--- src/rtl/core/drrt_pkg.sv ---
// shared types, constants and the arctangent table for the release trigger
package drrt_pkg;

   localparam int CORDIC_W = 34;
   localparam int ANGLE_W  = 33;
   localparam int DIV_W    = 22;
   localparam int CSR_IDX_W = 3;

   localparam logic [CSR_IDX_W-1:0] CSR_RELEASE_X   = 3'd0;
   localparam logic [CSR_IDX_W-1:0] CSR_RELEASE_Y   = 3'd1;
   localparam logic [CSR_IDX_W-1:0] CSR_FLIGHT_DIR  = 3'd2;
   localparam logic [CSR_IDX_W-1:0] CSR_MIN_DIST    = 3'd3;
   localparam logic [CSR_IDX_W-1:0] CSR_ANGLE_TOL   = 3'd4;

   localparam logic [15:0] K_Q31_LO = 16'h76D4;
   localparam logic [14:0] K_Q31_HI = 15'h4DBA;
   localparam logic signed [CORDIC_W-1:0] K_Q30 = 34'sd652032874;

   typedef enum logic {
      MODE_ROTATE,
      MODE_VECTOR
   } cordic_mode_type;

   // arctangent of 2^-i in 1/2^32 turn
   function automatic logic [31:0] atan_turn(input logic [4:0] idx);
      logic [31:0] a;
      case (idx)
         5'd0:  a = 32'd536870912;
         5'd1:  a = 32'd316933406;
         5'd2:  a = 32'd167458907;
         5'd3:  a = 32'd85004756;
         5'd4:  a = 32'd42667331;
         5'd5:  a = 32'd21354465;
         5'd6:  a = 32'd10679838;
         5'd7:  a = 32'd5340245;
         5'd8:  a = 32'd2670163;
         5'd9:  a = 32'd1335087;
         5'd10: a = 32'd667544;
         5'd11: a = 32'd333772;
         5'd12: a = 32'd166886;
         5'd13: a = 32'd83443;
         5'd14: a = 32'd41722;
         5'd15: a = 32'd20861;
         5'd16: a = 32'd10430;
         5'd17: a = 32'd5215;
         5'd18: a = 32'd2608;
         5'd19: a = 32'd1304;
         5'd20: a = 32'd652;
         5'd21: a = 32'd326;
         5'd22: a = 32'd163;
         5'd23: a = 32'd81;
         default: a = 32'd0;
      endcase
      return a;
   endfunction

endpackage

--- src/rtl/core/dead_reckoning_release_trigger.sv ---
// dead-reckoning release trigger: sequencer, dead reckoning step and release decision
// dead-reckoned tick: rotation pass, multiply, divide and accumulate for x then y, vectoring
// pass, distance steps, decision; a new fix starts at vectoring, one on the release point at
// the decision, an unarmed tick at the result; both passes share one cordic engine; one item
// at a time, the next taken in the cycle after the result is registered; a stalled result beat
// adds its wait; reset: synchronous; disarms, clears position state, loads register defaults
module dead_reckoning_release_trigger #(
   parameter int TICK_RATE    = 60,
   parameter int CORDIC_STEPS = 16
) (
   input  logic                               clock,
   input  logic                               reset,
   input  logic                               req_tvalid,
   output logic                               req_tready,
   // arm, fix_x, fix_y, ground_speed, heading
   input  logic [87:0]                        req_tdata,
   output logic                               rsp_tvalid,
   input  logic                               rsp_tready,
   // release_res, armed_now, track_x, track_y, distance
   output logic [79:0]                        rsp_tdata,
   input  logic                               csr_we,
   input  logic [drrt_pkg::CSR_IDX_W-1:0]     csr_index,
   input  logic [23:0]                        csr_wdata
);
   import drrt_pkg::*;

   // ceil(2^32 / TICK_RATE), exact floor division for numerators below 2^22
   localparam logic [32:0] RECIP =
      33'(((64'd1 << 32) + 64'(TICK_RATE) - 64'd1) / 64'(TICK_RATE));

   typedef enum logic [3:0] {
      ST_IDLE, ST_ROT_RUN, ST_MUL, ST_DIV_PREP, ST_DIV_RUN, ST_ACCUM,
      ST_VEC_START, ST_VEC_RUN, ST_DIST_LO, ST_DIST_HI, ST_DIST_FIN,
      ST_DECIDE, ST_DONE
   } state_type;

   state_type state_ff;

   // configuration
   logic signed [23:0] release_x_ff, release_y_ff;
   logic [15:0]        flight_dir_ff, angle_tol_ff;
   logic [23:0]        min_dist_ff;

   // tracking state
   logic               armed_ff;
   logic signed [23:0] last_x_ff, last_y_ff, est_x_ff, est_y_ff;

   // per-item work registers
   logic [15:0]                speed_ff;
   logic                       flip_ff, sel_ff, neg_ff;
   logic signed [CORDIC_W-1:0] s_ff, c_ff;
   logic signed [50:0]         prod_ff;
   logic [DIV_W-1:0]           num_ff;
   logic [DIV_W-1:0]           quo_ff;
   logic [31:0]                xv_ff;
   logic [63:0]                acc_ff;
   logic [15:0]                ang_ff;
   logic [23:0]                dist_ff;

   // finished result and output register
   logic               res_fire_ff, res_armed_ff;
   logic signed [23:0] res_x_ff, res_y_ff;
   logic [23:0]        res_dist_ff;
   logic               rsp_valid_ff;
   logic [79:0]        rsp_data_ff;

   // input beat fields
   logic               in_arm;
   logic signed [23:0] in_fix_x, in_fix_y;
   logic [15:0]        in_speed, in_heading;
   assign in_arm     = req_tdata[0];
   assign in_fix_x   = req_tdata[24:1];
   assign in_fix_y   = req_tdata[48:25];
   assign in_speed   = req_tdata[64:49];
   assign in_heading = req_tdata[80:65];

   // cordic engine hookup
   logic                       cor_load, cor_done;
   cordic_mode_type            cor_mode;
   logic signed [CORDIC_W-1:0] cor_x0, cor_y0, cor_x, cor_y;
   logic signed [ANGLE_W-1:0]  cor_z0, cor_z;

   drrt_cordic #(.STEPS(CORDIC_STEPS)) u_cordic (
      .clock  (clock),
      .reset  (reset),
      .load   (cor_load),
      .mode   (cor_mode),
      .x_init (cor_x0),
      .y_init (cor_y0),
      .z_init (cor_z0),
      .done   (cor_done),
      .x_out  (cor_x),
      .y_out  (cor_y),
      .z_out  (cor_z)
   );

   // heading fold into +-quarter turn
   logic signed [ANGLE_W-1:0] h_z, rot_z;
   logic                      rot_flip;
   localparam logic signed [ANGLE_W-1:0] QUARTER = 33'sh040000000;
   localparam logic signed [ANGLE_W-1:0] HALF    = 33'sh080000000;
   always_comb begin
      h_z      = signed'({in_heading[15], in_heading, 16'd0});
      rot_z    = h_z;
      rot_flip = 1'b0;
      if (h_z > QUARTER) begin
         rot_z    = h_z - HALF;
         rot_flip = 1'b1;
      end else if (h_z < -QUARTER) begin
         rot_z    = h_z + HALF;
         rot_flip = 1'b1;
      end
   end

   // vector to release point
   logic signed [24:0]         px, py;
   logic signed [CORDIC_W-1:0] vx, vy;
   logic                       vec_zero;
   always_comb begin
      px       = 25'(release_x_ff) - 25'(est_x_ff);
      py       = 25'(release_y_ff) - 25'(est_y_ff);
      vx       = CORDIC_W'(px) <<< 4;
      vy       = CORDIC_W'(py) <<< 4;
      vec_zero = (px == '0) && (py == '0);
   end

   logic start_rot, start_vec;
   assign start_rot = (state_ff == ST_IDLE) && req_tvalid && (in_arm || armed_ff)
                      && (in_fix_x == last_x_ff);
   assign start_vec = (state_ff == ST_VEC_START) && !vec_zero;

   always_comb begin
      cor_load = start_rot || start_vec;
      if (start_vec) begin
         cor_mode = MODE_VECTOR;
         cor_x0   = vx[CORDIC_W-1] ? -vx : vx;
         cor_y0   = vx[CORDIC_W-1] ? -vy : vy;
         cor_z0   = vx[CORDIC_W-1] ? HALF : '0;
      end else begin
         cor_mode = MODE_ROTATE;
         cor_x0   = K_Q30;
         cor_y0   = '0;
         cor_z0   = rot_z;
      end
   end

   // dead reckoning datapath
   logic signed [CORDIC_W-1:0] f_sel;
   logic [50:0]                mag;
   logic [51:0]                rnd;
   logic [54:0]                recip_prod;
   logic signed [25:0]         est_sum;
   logic signed [23:0]         est_cur, est_sat;
   logic signed [22:0]         q_s;
   always_comb begin
      f_sel      = sel_ff ? c_ff : s_ff;
      mag        = prod_ff[50] ? 51'(-prod_ff) : 51'(prod_ff);
      rnd        = 52'(mag) + (52'(TICK_RATE) << 29);
      recip_prod = 55'(num_ff) * 55'(RECIP);
      q_s        = neg_ff ? -signed'({1'b0, quo_ff}) : signed'({1'b0, quo_ff});
      est_cur    = sel_ff ? est_y_ff : est_x_ff;
      est_sum    = 26'(est_cur) + 26'(q_s);
      if (est_sum > 26'sd8388607)
         est_sat = 24'sh7FFFFF;
      else if (est_sum < -26'sd8388608)
         est_sat = 24'sh800000;
      else
         est_sat = est_sum[23:0];
   end

   // release decision
   logic [15:0] rel;
   logic [19:0] r4, tol20, win1_hi, win3_lo, win3_hi;
   logic [33:0] travel;
   logic        near, fire;
   logic [35:0] dist_rnd;
   always_comb begin
      rel      = ang_ff - flight_dir_ff;
      r4       = {2'b0, rel, 2'b0};
      tol20    = 20'(angle_tol_ff);
      win1_hi  = 20'd65536 + tol20;
      win3_lo  = 20'd196608;
      win3_hi  = 20'd196608 + 20'd3 * tol20;
      near     = dist_ff < min_dist_ff;
      travel   = 34'(dist_ff) * 34'(TICK_RATE);
      fire     = (near && r4 < win1_hi && (r4 + tol20) > 20'd65536)
                 || (near && r4 < win3_hi && (r4 + 20'd3 * tol20) > win3_lo)
                 || (travel < 34'(speed_ff));
      dist_rnd = 36'((acc_ff + (64'd1 << 34)) >> 35);
   end

   assign req_tready = (state_ff == ST_IDLE);
   assign rsp_tvalid = rsp_valid_ff;
   assign rsp_tdata  = rsp_data_ff;

   always_ff @(posedge clock) begin
      if (reset) begin
         state_ff      <= ST_IDLE;
         armed_ff      <= 1'b0;
         last_x_ff     <= '0;
         last_y_ff     <= '0;
         est_x_ff      <= '0;
         est_y_ff      <= '0;
         release_x_ff  <= '0;
         release_y_ff  <= '0;
         flight_dir_ff <= '0;
         min_dist_ff   <= 24'd2560;
         angle_tol_ff  <= 16'd6554;
         rsp_valid_ff  <= 1'b0;
      end else begin
         if (csr_we) begin
            unique case (csr_index)
               CSR_RELEASE_X:  release_x_ff  <= csr_wdata;
               CSR_RELEASE_Y:  release_y_ff  <= csr_wdata;
               CSR_FLIGHT_DIR: flight_dir_ff <= csr_wdata[15:0];
               CSR_MIN_DIST:   min_dist_ff   <= csr_wdata;
               CSR_ANGLE_TOL:  angle_tol_ff  <= csr_wdata[15:0];
               default: ;
            endcase
         end
         // the done step reloads the output register itself
         if (rsp_valid_ff && rsp_tready && state_ff != ST_DONE)
            rsp_valid_ff <= 1'b0;

         unique case (state_ff)
            ST_IDLE: begin
               if (req_tvalid) begin
                  speed_ff <= in_speed;
                  flip_ff  <= rot_flip;
                  if (!(in_arm || armed_ff)) begin
                     res_fire_ff  <= 1'b0;
                     res_armed_ff <= 1'b0;
                     res_x_ff     <= est_x_ff;
                     res_y_ff     <= est_y_ff;
                     res_dist_ff  <= '0;
                     state_ff     <= ST_DONE;
                  end else begin
                     armed_ff <= 1'b1;
                     if (in_fix_x != last_x_ff) begin
                        est_x_ff  <= in_fix_x;
                        est_y_ff  <= in_fix_y;
                        last_x_ff <= in_fix_x;
                        last_y_ff <= in_fix_y;
                        state_ff  <= ST_VEC_START;
                     end else begin
                        state_ff <= ST_ROT_RUN;
                     end
                  end
               end
            end
            ST_ROT_RUN: begin
               if (cor_done) begin
                  s_ff     <= flip_ff ? -cor_y : cor_y;
                  c_ff     <= flip_ff ? -cor_x : cor_x;
                  sel_ff   <= 1'b0;
                  state_ff <= ST_MUL;
               end
            end
            ST_MUL: begin
               prod_ff  <= signed'({1'b0, speed_ff}) * f_sel;
               state_ff <= ST_DIV_PREP;
            end
            ST_DIV_PREP: begin
               neg_ff   <= prod_ff[50];
               num_ff   <= rnd[51:30];
               state_ff <= ST_DIV_RUN;
            end
            ST_DIV_RUN: begin
               // divide by the tick rate through the reciprocal
               quo_ff   <= recip_prod[53:32];
               state_ff <= ST_ACCUM;
            end
            ST_ACCUM: begin
               if (sel_ff) begin
                  est_y_ff <= est_sat;
                  state_ff <= ST_VEC_START;
               end else begin
                  est_x_ff <= est_sat;
                  sel_ff   <= 1'b1;
                  state_ff <= ST_MUL;
               end
            end
            ST_VEC_START: begin
               if (vec_zero) begin
                  ang_ff   <= '0;
                  dist_ff  <= '0;
                  state_ff <= ST_DECIDE;
               end else begin
                  state_ff <= ST_VEC_RUN;
               end
            end
            ST_VEC_RUN: begin
               if (cor_done) begin
                  xv_ff    <= cor_x[31:0];
                  ang_ff   <= 16'((cor_z[31:0] + 32'h8000) >> 16);
                  state_ff <= ST_DIST_LO;
               end
            end
            ST_DIST_LO: begin
               acc_ff   <= 64'(xv_ff * 48'(K_Q31_LO));
               state_ff <= ST_DIST_HI;
            end
            ST_DIST_HI: begin
               acc_ff   <= acc_ff + (64'(xv_ff * 47'(K_Q31_HI)) << 16);
               state_ff <= ST_DIST_FIN;
            end
            ST_DIST_FIN: begin
               dist_ff  <= (dist_rnd > 36'hFFFFFF) ? 24'hFFFFFF : dist_rnd[23:0];
               state_ff <= ST_DECIDE;
            end
            ST_DECIDE: begin
               res_fire_ff  <= fire;
               res_armed_ff <= !fire;
               res_x_ff     <= est_x_ff;
               res_y_ff     <= est_y_ff;
               res_dist_ff  <= dist_ff;
               if (fire) begin
                  armed_ff  <= 1'b0;
                  last_x_ff <= '0;
                  last_y_ff <= '0;
                  est_x_ff  <= '0;
                  est_y_ff  <= '0;
               end
               state_ff <= ST_DONE;
            end
            ST_DONE: begin
               if (!rsp_valid_ff || rsp_tready) begin
                  rsp_valid_ff <= 1'b1;
                  rsp_data_ff  <= {6'd0, res_dist_ff, res_y_ff, res_x_ff,
                                   res_armed_ff, res_fire_ff};
                  state_ff     <= ST_IDLE;
               end
            end
            default: state_ff <= ST_IDLE;
         endcase
      end
   end

   // a fired tick always reports disarmed
   a_fire_disarms: assert property (@(posedge clock) disable iff (reset)
      rsp_tvalid |-> !(rsp_tdata[0] && rsp_tdata[1]))
      else $error("release reported while still armed");

   // a tick seen while disarmed reports zero distance
   a_idle_dist: assert property (@(posedge clock) disable iff (reset)
      (rsp_tvalid && !rsp_tdata[0] && !rsp_tdata[1]) |-> (rsp_tdata[73:50] == 24'd0))
      else $error("disarmed tick with nonzero distance");

   // after a release the tracking state is cleared
   a_fire_clears: assert property (@(posedge clock) disable iff (reset)
      (state_ff == ST_DECIDE && fire) |=> (!armed_ff && est_x_ff == '0 && last_x_ff == '0))
      else $error("tracking state kept after release");

   // the cordic engine is only started from an idle sequencer or the vector step
   a_cordic_start: assert property (@(posedge clock) disable iff (reset)
      cor_load |-> (state_ff == ST_IDLE || state_ff == ST_VEC_START))
      else $error("cordic started mid-sequence");

endmodule

--- src/rtl/core/drrt_cordic.sv ---
// shared cordic engine, one micro-rotation per cycle, rotation or vectoring mode
module drrt_cordic #(
   parameter int STEPS = 16
) (
   input  logic                                  clock,
   input  logic                                  reset,
   input  logic                                  load,
   input  drrt_pkg::cordic_mode_type             mode,
   input  logic signed [drrt_pkg::CORDIC_W-1:0]  x_init,
   input  logic signed [drrt_pkg::CORDIC_W-1:0]  y_init,
   input  logic signed [drrt_pkg::ANGLE_W-1:0]   z_init,
   output logic                                  done,
   output logic signed [drrt_pkg::CORDIC_W-1:0]  x_out,
   output logic signed [drrt_pkg::CORDIC_W-1:0]  y_out,
   output logic signed [drrt_pkg::ANGLE_W-1:0]   z_out
);
   import drrt_pkg::*;

   logic signed [CORDIC_W-1:0] x_ff, y_ff, x_in, y_in;
   logic signed [ANGLE_W-1:0]  z_ff, z_in;
   logic [4:0]                 i_ff;
   logic                       busy_ff, done_ff;
   cordic_mode_type            mode_ff;
   logic                       dir;
   logic signed [CORDIC_W-1:0] dx, dy;
   logic signed [ANGLE_W-1:0]  a;

   always_comb begin
      dir = (mode_ff == MODE_VECTOR) ? y_ff[CORDIC_W-1] : !z_ff[ANGLE_W-1];
      dx  = y_ff >>> i_ff;
      dy  = x_ff >>> i_ff;
      a   = signed'({1'b0, atan_turn(i_ff)});
      if (dir) begin
         x_in = x_ff - dx;
         y_in = y_ff + dy;
         z_in = z_ff - a;
      end else begin
         x_in = x_ff + dx;
         y_in = y_ff - dy;
         z_in = z_ff + a;
      end
   end

   always_ff @(posedge clock) begin
      if (reset) begin
         busy_ff <= 1'b0;
         done_ff <= 1'b0;
         i_ff    <= '0;
         mode_ff <= MODE_ROTATE;
      end else begin
         done_ff <= 1'b0;
         if (load) begin
            busy_ff <= 1'b1;
            i_ff    <= '0;
            mode_ff <= mode;
            x_ff    <= x_init;
            y_ff    <= y_init;
            z_ff    <= z_init;
         end else if (busy_ff) begin
            x_ff <= x_in;
            y_ff <= y_in;
            z_ff <= z_in;
            i_ff <= i_ff + 5'd1;
            if (i_ff == 5'(STEPS - 1)) begin
               busy_ff <= 1'b0;
               done_ff <= 1'b1;
            end
         end
      end
   end

   assign done  = done_ff;
   assign x_out = x_ff;
   assign y_out = y_ff;
   assign z_out = z_ff;

endmodule

--- config.mk ---
export PLATFORM = sky130hd
export DESIGN_NAME = dead_reckoning_release_trigger
export DESIGN_NICKNAME = d
export VERILOG_FILES = /design/src/rtl/core/drrt_pkg.sv /design/src/rtl/core/dead_reckoning_release_trigger.sv /design/src/rtl/core/drrt_cordic.sv
export SDC_FILE = /design/constraint.sdc
export NUM_CORES = 2
export LEC_CHECK = 0
export CAP_MARGIN = 25
export CORE_MARGIN = 2
export CORE_UTILIZATION = 67
export DETAILED_ROUTE_END_ITERATION = 12
export DONT_BUFFER_PORTS = 1
export PLACE_DENSITY = 0.83
export SYNTH_ARGS = -nofsm -noshare
export SYNTH_HDL_FRONTEND = slang
export SYNTH_HIERARCHICAL = 1
export SYNTH_SLANG_ARGS = --single-unit
export TNS_END_PERCENT = 20
--- constraint.sdc ---
create_clock -name clock -period 10.3 [get_ports clock]
set_input_delay 2.06 -clock clock [delete_from_list [all_inputs] [get_ports clock]]
set_output_delay 2.06 -clock clock [all_outputs]
set_load 0.02 [all_outputs]
Word level (Yosys, flattened, before mapping)
Memory sizes are Yosys's and may differ from the RTL's. A register that Yosys moved wholly into a read port is not among the register bits.
Index checks and enable logic that the tools add are counted.
{"block": "totals", "rom_bits": 960, "wordCells": 257, "input_bits": 120, "memories": 1, "register_bits": 752}
{"name": "(name not given)", "depth": 32, "word_bits": 30, "rd": 1, "rd_clocked_by_memory_dff": 1, "wr": 0, "line_no": "drrt_pkg.sv:27", "rtl": "case (idx)"}
{"block": "classes", "reduce_logical": 56, "n_mux": 84, "n_eq_ne": 31, "order_cmp": 11, "bitwise": 2, "shifts": 2, "multipliers": 6, "add_sub_neg": 27}
{"operator": "$mux 24", "count": 20}
{"operator": "$mux 34", "count": 13}
{"operator": "$pmux 24 s2", "count": 5}
{"operator": "$mux 33", "count": 6}
{"operator": "$pmux 24 s3", "count": 2}
{"operator": "$pmux 64 s2", "count": 1}
{"operator": "$add 34x34->34", "count": 2}
{"operator": "$neg 29->34", "count": 2}
{"operator": "$neg 34->34", "count": 2}
{"operator": "$sshr 34x5->34", "count": 2}
{"operator": "$sub 34x34->34", "count": 2}
{"operator": "$add 64x35->64 const B", "count": 1}
{"operator": "$add 64x63->64", "count": 1}
{"operator": "$add 51x35->52 const B", "count": 1}
{"operator": "$pmux 4 s13", "count": 1}
{"operator": "$mul 17x34->51", "count": 1}
{"operator": "$mux 51", "count": 1}
{"operator": "$neg 51->51", "count": 1}
{"operator": "$logic_not 25->1", "count": 2}
{"operator": "$sub 24x24->25", "count": 2}
{"operator": "$mul 22x27->49 const B", "count": 1}
{"operator": "$mul 32x14->46 const B", "count": 1}
{"operator": "$mul 32x13->45 const B", "count": 1}
{"operator": "$add 32x33->33 const B", "count": 1}
{"operator": "62 further kinds", "count": 147}

Logic depth before layout (Yosys ltp)
{"block": "depth", "word_depth": 9, "mapped_depth": 34, "ltp_nobuf": 34}

By module
Netlist, hierarchy kept.
{"mod": "dead_reckoning_release_trigger", "n_inst": 1, "area_each_um2": 78949.5, "cells_each": 8360, "seq_area_each_um2": 16976.3}
{"mod": "drrt_cordic", "n_inst": 1, "area_each_um2": 17187.7, "cells_each": 2001, "seq_area_each_um2": 3793.6}

Least setup slack after synthesis
Ideal clock, no wire load.
{"block": "synth_timing", "path_kind": "register to register", "startpoint": "reg est_x_ff[7]", "endpoint": "reg u_cordic.x_ff[0], in the netlist u_cordic/x_out[0], enable pin", "slack_ns": 1.170, "arrival_ns": 8.568, "stages_incl_launch_ff": 21, "required_time_ns": 9.738, "path_cell_list": "dfxtp_1 -> inv_1 -> ha_1 -> clkbuf_1 -> and3_1 -> nand3b_1 -> a211oi_1 -> nor3_1 -> o211ai_1 -> o211a_1 -> o311ai_0 -> a2111oi_2 -> nand4b_1 -> nor4_4 -> clkbuf_1 -> o21ai_0 -> clkbuf_1 -> buf_1 -> buf_1 -> nor2_1 -> nor2_1"}
{"block": "synth_via", "elab_chain_len": 8}
{"item": "from (decl)", "line_no": "dead_reckoning_release_trigger.sv:46", "rtl": "logic signed [23:0] last_x_ff, last_y_ff, est_x_ff, est_y_ff;"}
{"item": "from (signal assigned)", "line_no": "dead_reckoning_release_trigger.sv:240", "rtl": "est_x_ff <= in_fix_x;"}
{"item": "from (signal assigned)", "line_no": "dead_reckoning_release_trigger.sv:278", "rtl": "est_x_ff <= est_sat;"}
{"item": "$sub 24x24->25", "line_no": "dead_reckoning_release_trigger.sv:120", "rtl": "px = 25'(release_x_ff) - 25'(est_x_ff);"}
{"item": "$logic_not 25->1", "line_no": "dead_reckoning_release_trigger.sv:124", "rtl": "vec_zero = (px == '0) && (py == '0);"}
{"item": "$logic_and 1x1->1", "line_no": "dead_reckoning_release_trigger.sv:124"}
{"item": "$logic_not 1->1", "line_no": "dead_reckoning_release_trigger.sv:130", "rtl": "assign start_vec = (state_ff == ST_VEC_START) && !vec_zero;"}
{"item": "$logic_and 1x1->1", "line_no": "dead_reckoning_release_trigger.sv:130"}
{"item": "$logic_or 1x1->1", "line_no": "dead_reckoning_release_trigger.sv:133", "rtl": "cor_load = start_rot || start_vec;"}
{"item": "named net cor_load", "line_no": "dead_reckoning_release_trigger.sv:78", "rtl": "logic cor_load, cor_done;"}
{"item": "$reduce_bool 2->1 (no line)"}
{"item": "$reduce_and 2->1 (no line)"}
{"item": "to (signal assigned)", "line_no": "drrt_cordic.sv:56", "rtl": "x_ff <= x_init;"}
{"item": "to (signal assigned)", "line_no": "drrt_cordic.sv:60", "rtl": "x_ff <= x_in;"}
{"item": "to (decl)", "line_no": "drrt_cordic.sv:19", "rtl": "logic signed [CORDIC_W-1:0] x_ff, y_ff, x_in, y_in;"}
The timed path passes the listed nets, and every way through them passes these cells.
A chain may end at the register's enable or synchronous reset.

Worst setup path after layout
{"block": "layout_timing", "startpoint": "reg xv_ff[9]", "endpoint": "reg acc_ff[63], data pin"}
{"block": "layout_via", "elab_chain_len": 3}
{"item": "from (decl)", "line_no": "dead_reckoning_release_trigger.sv:55", "rtl": "logic [31:0] xv_ff;"}
{"item": "from (signal assigned)", "line_no": "dead_reckoning_release_trigger.sv:294", "rtl": "xv_ff <= cor_x[31:0];"}
{"item": "$mul 32x14->46", "line_no": "dead_reckoning_release_trigger.sv:304", "rtl": "acc_ff <= acc_ff + (64'(xv_ff * 47'(K_Q31_HI)) << 16);"}
{"item": "$add 64x63->64", "line_no": "dead_reckoning_release_trigger.sv:304"}
{"item": "$pmux 64 s2", "line_no": "dead_reckoning_release_trigger.sv:225", "rtl": "unique case (state_ff)"}
{"item": "to (signal assigned)", "line_no": "dead_reckoning_release_trigger.sv:300", "rtl": "acc_ff <= 64'(xv_ff * 48'(K_Q31_LO));"}
{"item": "to (signal assigned)", "line_no": "dead_reckoning_release_trigger.sv:304"}
{"item": "to (decl)", "line_no": "dead_reckoning_release_trigger.sv:56", "rtl": "logic [63:0] acc_ff;"}
Every way passes these cells.

==> flow_summary.toml <==
[logic_synthesis]
syn_inst = 10400
synth_area_um2 = 96100
synthArstFlopShare = 0
syn_avg_cell_area_um2 = 9.28
ys_seq_area_frac = 0.216
synth_seq_cells = 765
synth_edf_count = 545
ys_warn_count = 6
ys.flop_type = "edfxtp_1"
ys_types = 117

[sta]
rsz0062_at_grt = "no"
period_share = 0.914
worst_slew_pin_slew_ps = 1080
fmax_mhz = 106
finalSetupViolCount = 0
finalClockSkew_ps = 59.9
finalHoldViolCount = 0
setup_tns_ps = 0
slew_viol_final = 0
slew_headroom = 0.280
min_period_ps = 9410

[place]
globalplace.congestion = 1.06
hpwlAfterDp_um = 236000
io_buffers = 0
dp.cells = 12000

[clock_tree]
post-cts-setup-buffers = 0
clk_latency_ps = 740
cts-root-buf = "clkbuf_16"
cts_tree = "done"
postCtsResizedCells = 0
clockBufferDepth = 3
cts_sinks = 765
htreeDepth = 3
cts_buffers = 88
hold_buffers = 0
clk_pin_slew_worst_paths_ps = 70

[cells_and_area]
fillers = 10700
drive_above_1_share = 0.0537
syn_to_final_growth_pct = 5.25
nets = 12300
final_cells = 12200
final-seq-area_um2 = 20800
utilization = 0.708
multiInputGateArea_um2 = 68800

[critical_path]
rr_worst_depth = 35
critical_path_depth = 35
critPathMaxFanout = 8
slowest_stage = "nor4bb_1"
path_class = "register to register"
slowest_delay_ps = 790
crit_path_start_kind = "register"
worst_ep_required_time_ps = 10750
cpMostUsedCell = "inv_1"
crit_buf_inv = 8
arrival_ps = 9860
crit_path_end_kind = "register"
cp_top_family = "adder cells"

[routing]
dr.pass1.iters = 7
vias_per_cell = 6.45
drtIter0Drc = 9095
wire_per_inst_um = 24.4
vias = 78700
post-route-drc-count = 0
drt-total-wl_um = 297000
ant_nets = 0

[floorplan]
start_util = 0.672
core-area_um2 = 143000
die_y_um = 383
die_x_um = 383
die_area_um2 = 147000
core.rowCount = 139
ioPinCount = 202

[pwr]
powerDensity_nw_per_um2 = 325
power.leakage_nw = 44.7
ir_worst_vdd_mv = 0.806

[run]
drv_cap = 0

[grt]
grtUsageTotal = 0.402
grt_max_degree = 163
first_global_vias = 78100
grt_pass1_wl_um = 453000
grt_overflow = 0
antenna_found_initial = 22

[status]
status = "completed"

[worst_hold_path]
hold_depth = 0
hp-class = "register to register"
==> report_power, final <==
group / internal, mW / total (mW) / leakage (nW) / switching [mW]
registers: 4.74 / 5.28 / 6.84 / 0.538
logic: 9.05 / 24.2 / 36.3 / 15.1
clock network: 1.91 / 3.38 / 1.51 / 1.48
==> flip-flops by register name, summed over array words and instances (netlist names), 30 cells and up <==
| name | count |
|---|---|
| prod_ff | 51 |
| u_cordic/z_out | 33 |
| u_cordic/y_out | 34 |
| rsp_tdata | 74 |
| u_cordic/a | 30 |
| s_ff | 34 |
| c_ff | 34 |
| u_cordic/x_out | 34 |
| acc_ff | 47 |
| xv_ff | 32 |
==> Yosys cell counts (56+ instances only) <==
| library cell | n | area, um^2 |
|---|---|---|
| edfxtp_1 | 545 | 16400 |
| fa_1 | 970 | 19400 |
| and2_1 | 218 | 1360 |
| a31oi_1 | 75 | 469 |
| nand4_1 | 61 | 382 |
| a21o_1 | 205 | 1540 |
| o31ai_1 | 60 | 450 |
| nor3_1 | 141 | 706 |
| o21bai_1 | 64 | 480 |
| mux2i_1 | 99 | 991 |
| ha_1 | 999 | 12500 |
| nor2b_1 | 79 | 494 |
| mux2_2 | 82 | 923 |
| clkbuf_1 | 302 | 1130 |
| a211oi_1 | 62 | 465 |
| nand2b_1 | 97 | 607 |
| dfxtp_1 | 220 | 4400 |
| xor2_1 | 258 | 2260 |
| o21ai_0 | 470 | 2350 |
| or3_1 | 56 | 350 |
| xnor2_1 | 415 | 3630 |
| nand3_1 | 202 | 1010 |
| nand2_1 | 1117 | 4190 |
| a21oi_1 | 674 | 3370 |
| o21a_1 | 85 | 638 |
| and3_1 | 79 | 494 |
| inv_1 | 1394 | 5230 |
| nor2_1 | 497 | 1870 |
| mux4_2 | 81 | 1820 |
==> path summary, 6_finish.rpt <==
kind	slack, ps	end	startpoint
setup / recovery	890	acc_ff[63]	xv_ff[9]
hold / removal	380	rsp_tdata[39]	res_y_ff[13]
setup reg to reg	890	acc_ff[63]	xv_ff[9]
hold reg to reg	380	rsp_tdata[39]	res_y_ff[13]
==> cell usage in the layout (no fill, tap or decap), drive strengths merged, types with 203 or more instances in the layout <==
cell	netlist	final
ha	999	999
and2	219	219
o21ai	482	482
a21o	205	205
edfxtp	545	545
xor2	258	258
a21oi	674	674
dfxtp	220	220
inv	1395	1413
nand3	203	203
fa	970	970
xnor2	415	415
nor2	497	497
nand2	1119	1119
==> through the flow <==
| step | hold slack (ps) | power, mW | instance area (um^2) | setup WS [ps] |
|---|---|---|---|---|
| floorplan | 400 | 21.3 | 96300 | 1170 |
| global placement | 401 | 27.5 | 97900 | 1090 |
| detailed placement | 405 | 28.3 | 98000 | 970 |
| CTS | 377 | 31.9 | 101000 | 866 |
| global route | 394 | 35.1 | 101000 | 402 |
| finish | 385 | 32.9 | 101000 | 886 |
==> logic make-up after synthesis <==
| group | Yosys count | synth area share |
|---|---|---|
| adder cells (fa/ha/maj) | 1971 | 0.332 |
| multiplexers | 265 | 0.0393 |
| AND/OR/NAND/NOR | 2740 | 0.135 |
| AO/OA/AOI/OAI | 2163 | 0.145 |
| buffers and inverters | 1783 | 0.0712 |
| other | 1 | 0.0000390 |
| XOR/XNOR | 673 | 0.0613 |
| flip-flops | 765 | 0.216 |
==> per-layer routing <==
layer,global-route usage,share of wire,up-vias,wire length (um)
met5,0,0.00064,-,189
met4,0.186,0.051,22,15200
met3,0.121,0.12,812,36800
met2,0.606,0.43,4453,128000
met1,0.535,0.39,38200,116000
li1,-,-,35200,-
==> area by class of cell <==
cell class | instances | share of cell area
Clock buffer | 98 | 0.0226
Sequential cell | 765 | 0.205
Tap cell | 1903 | 0.0235
Inverter | 1400 | 0.0519
Clock inverter | 66 | 0.00810
Multi-Input combinational cell | 7845 | 0.680
Timing Repair Buffer | 109 | 0.00859
Antenna cell | 11 | 0.000272
Note: power is estimated with default switching activity, not from simulation.
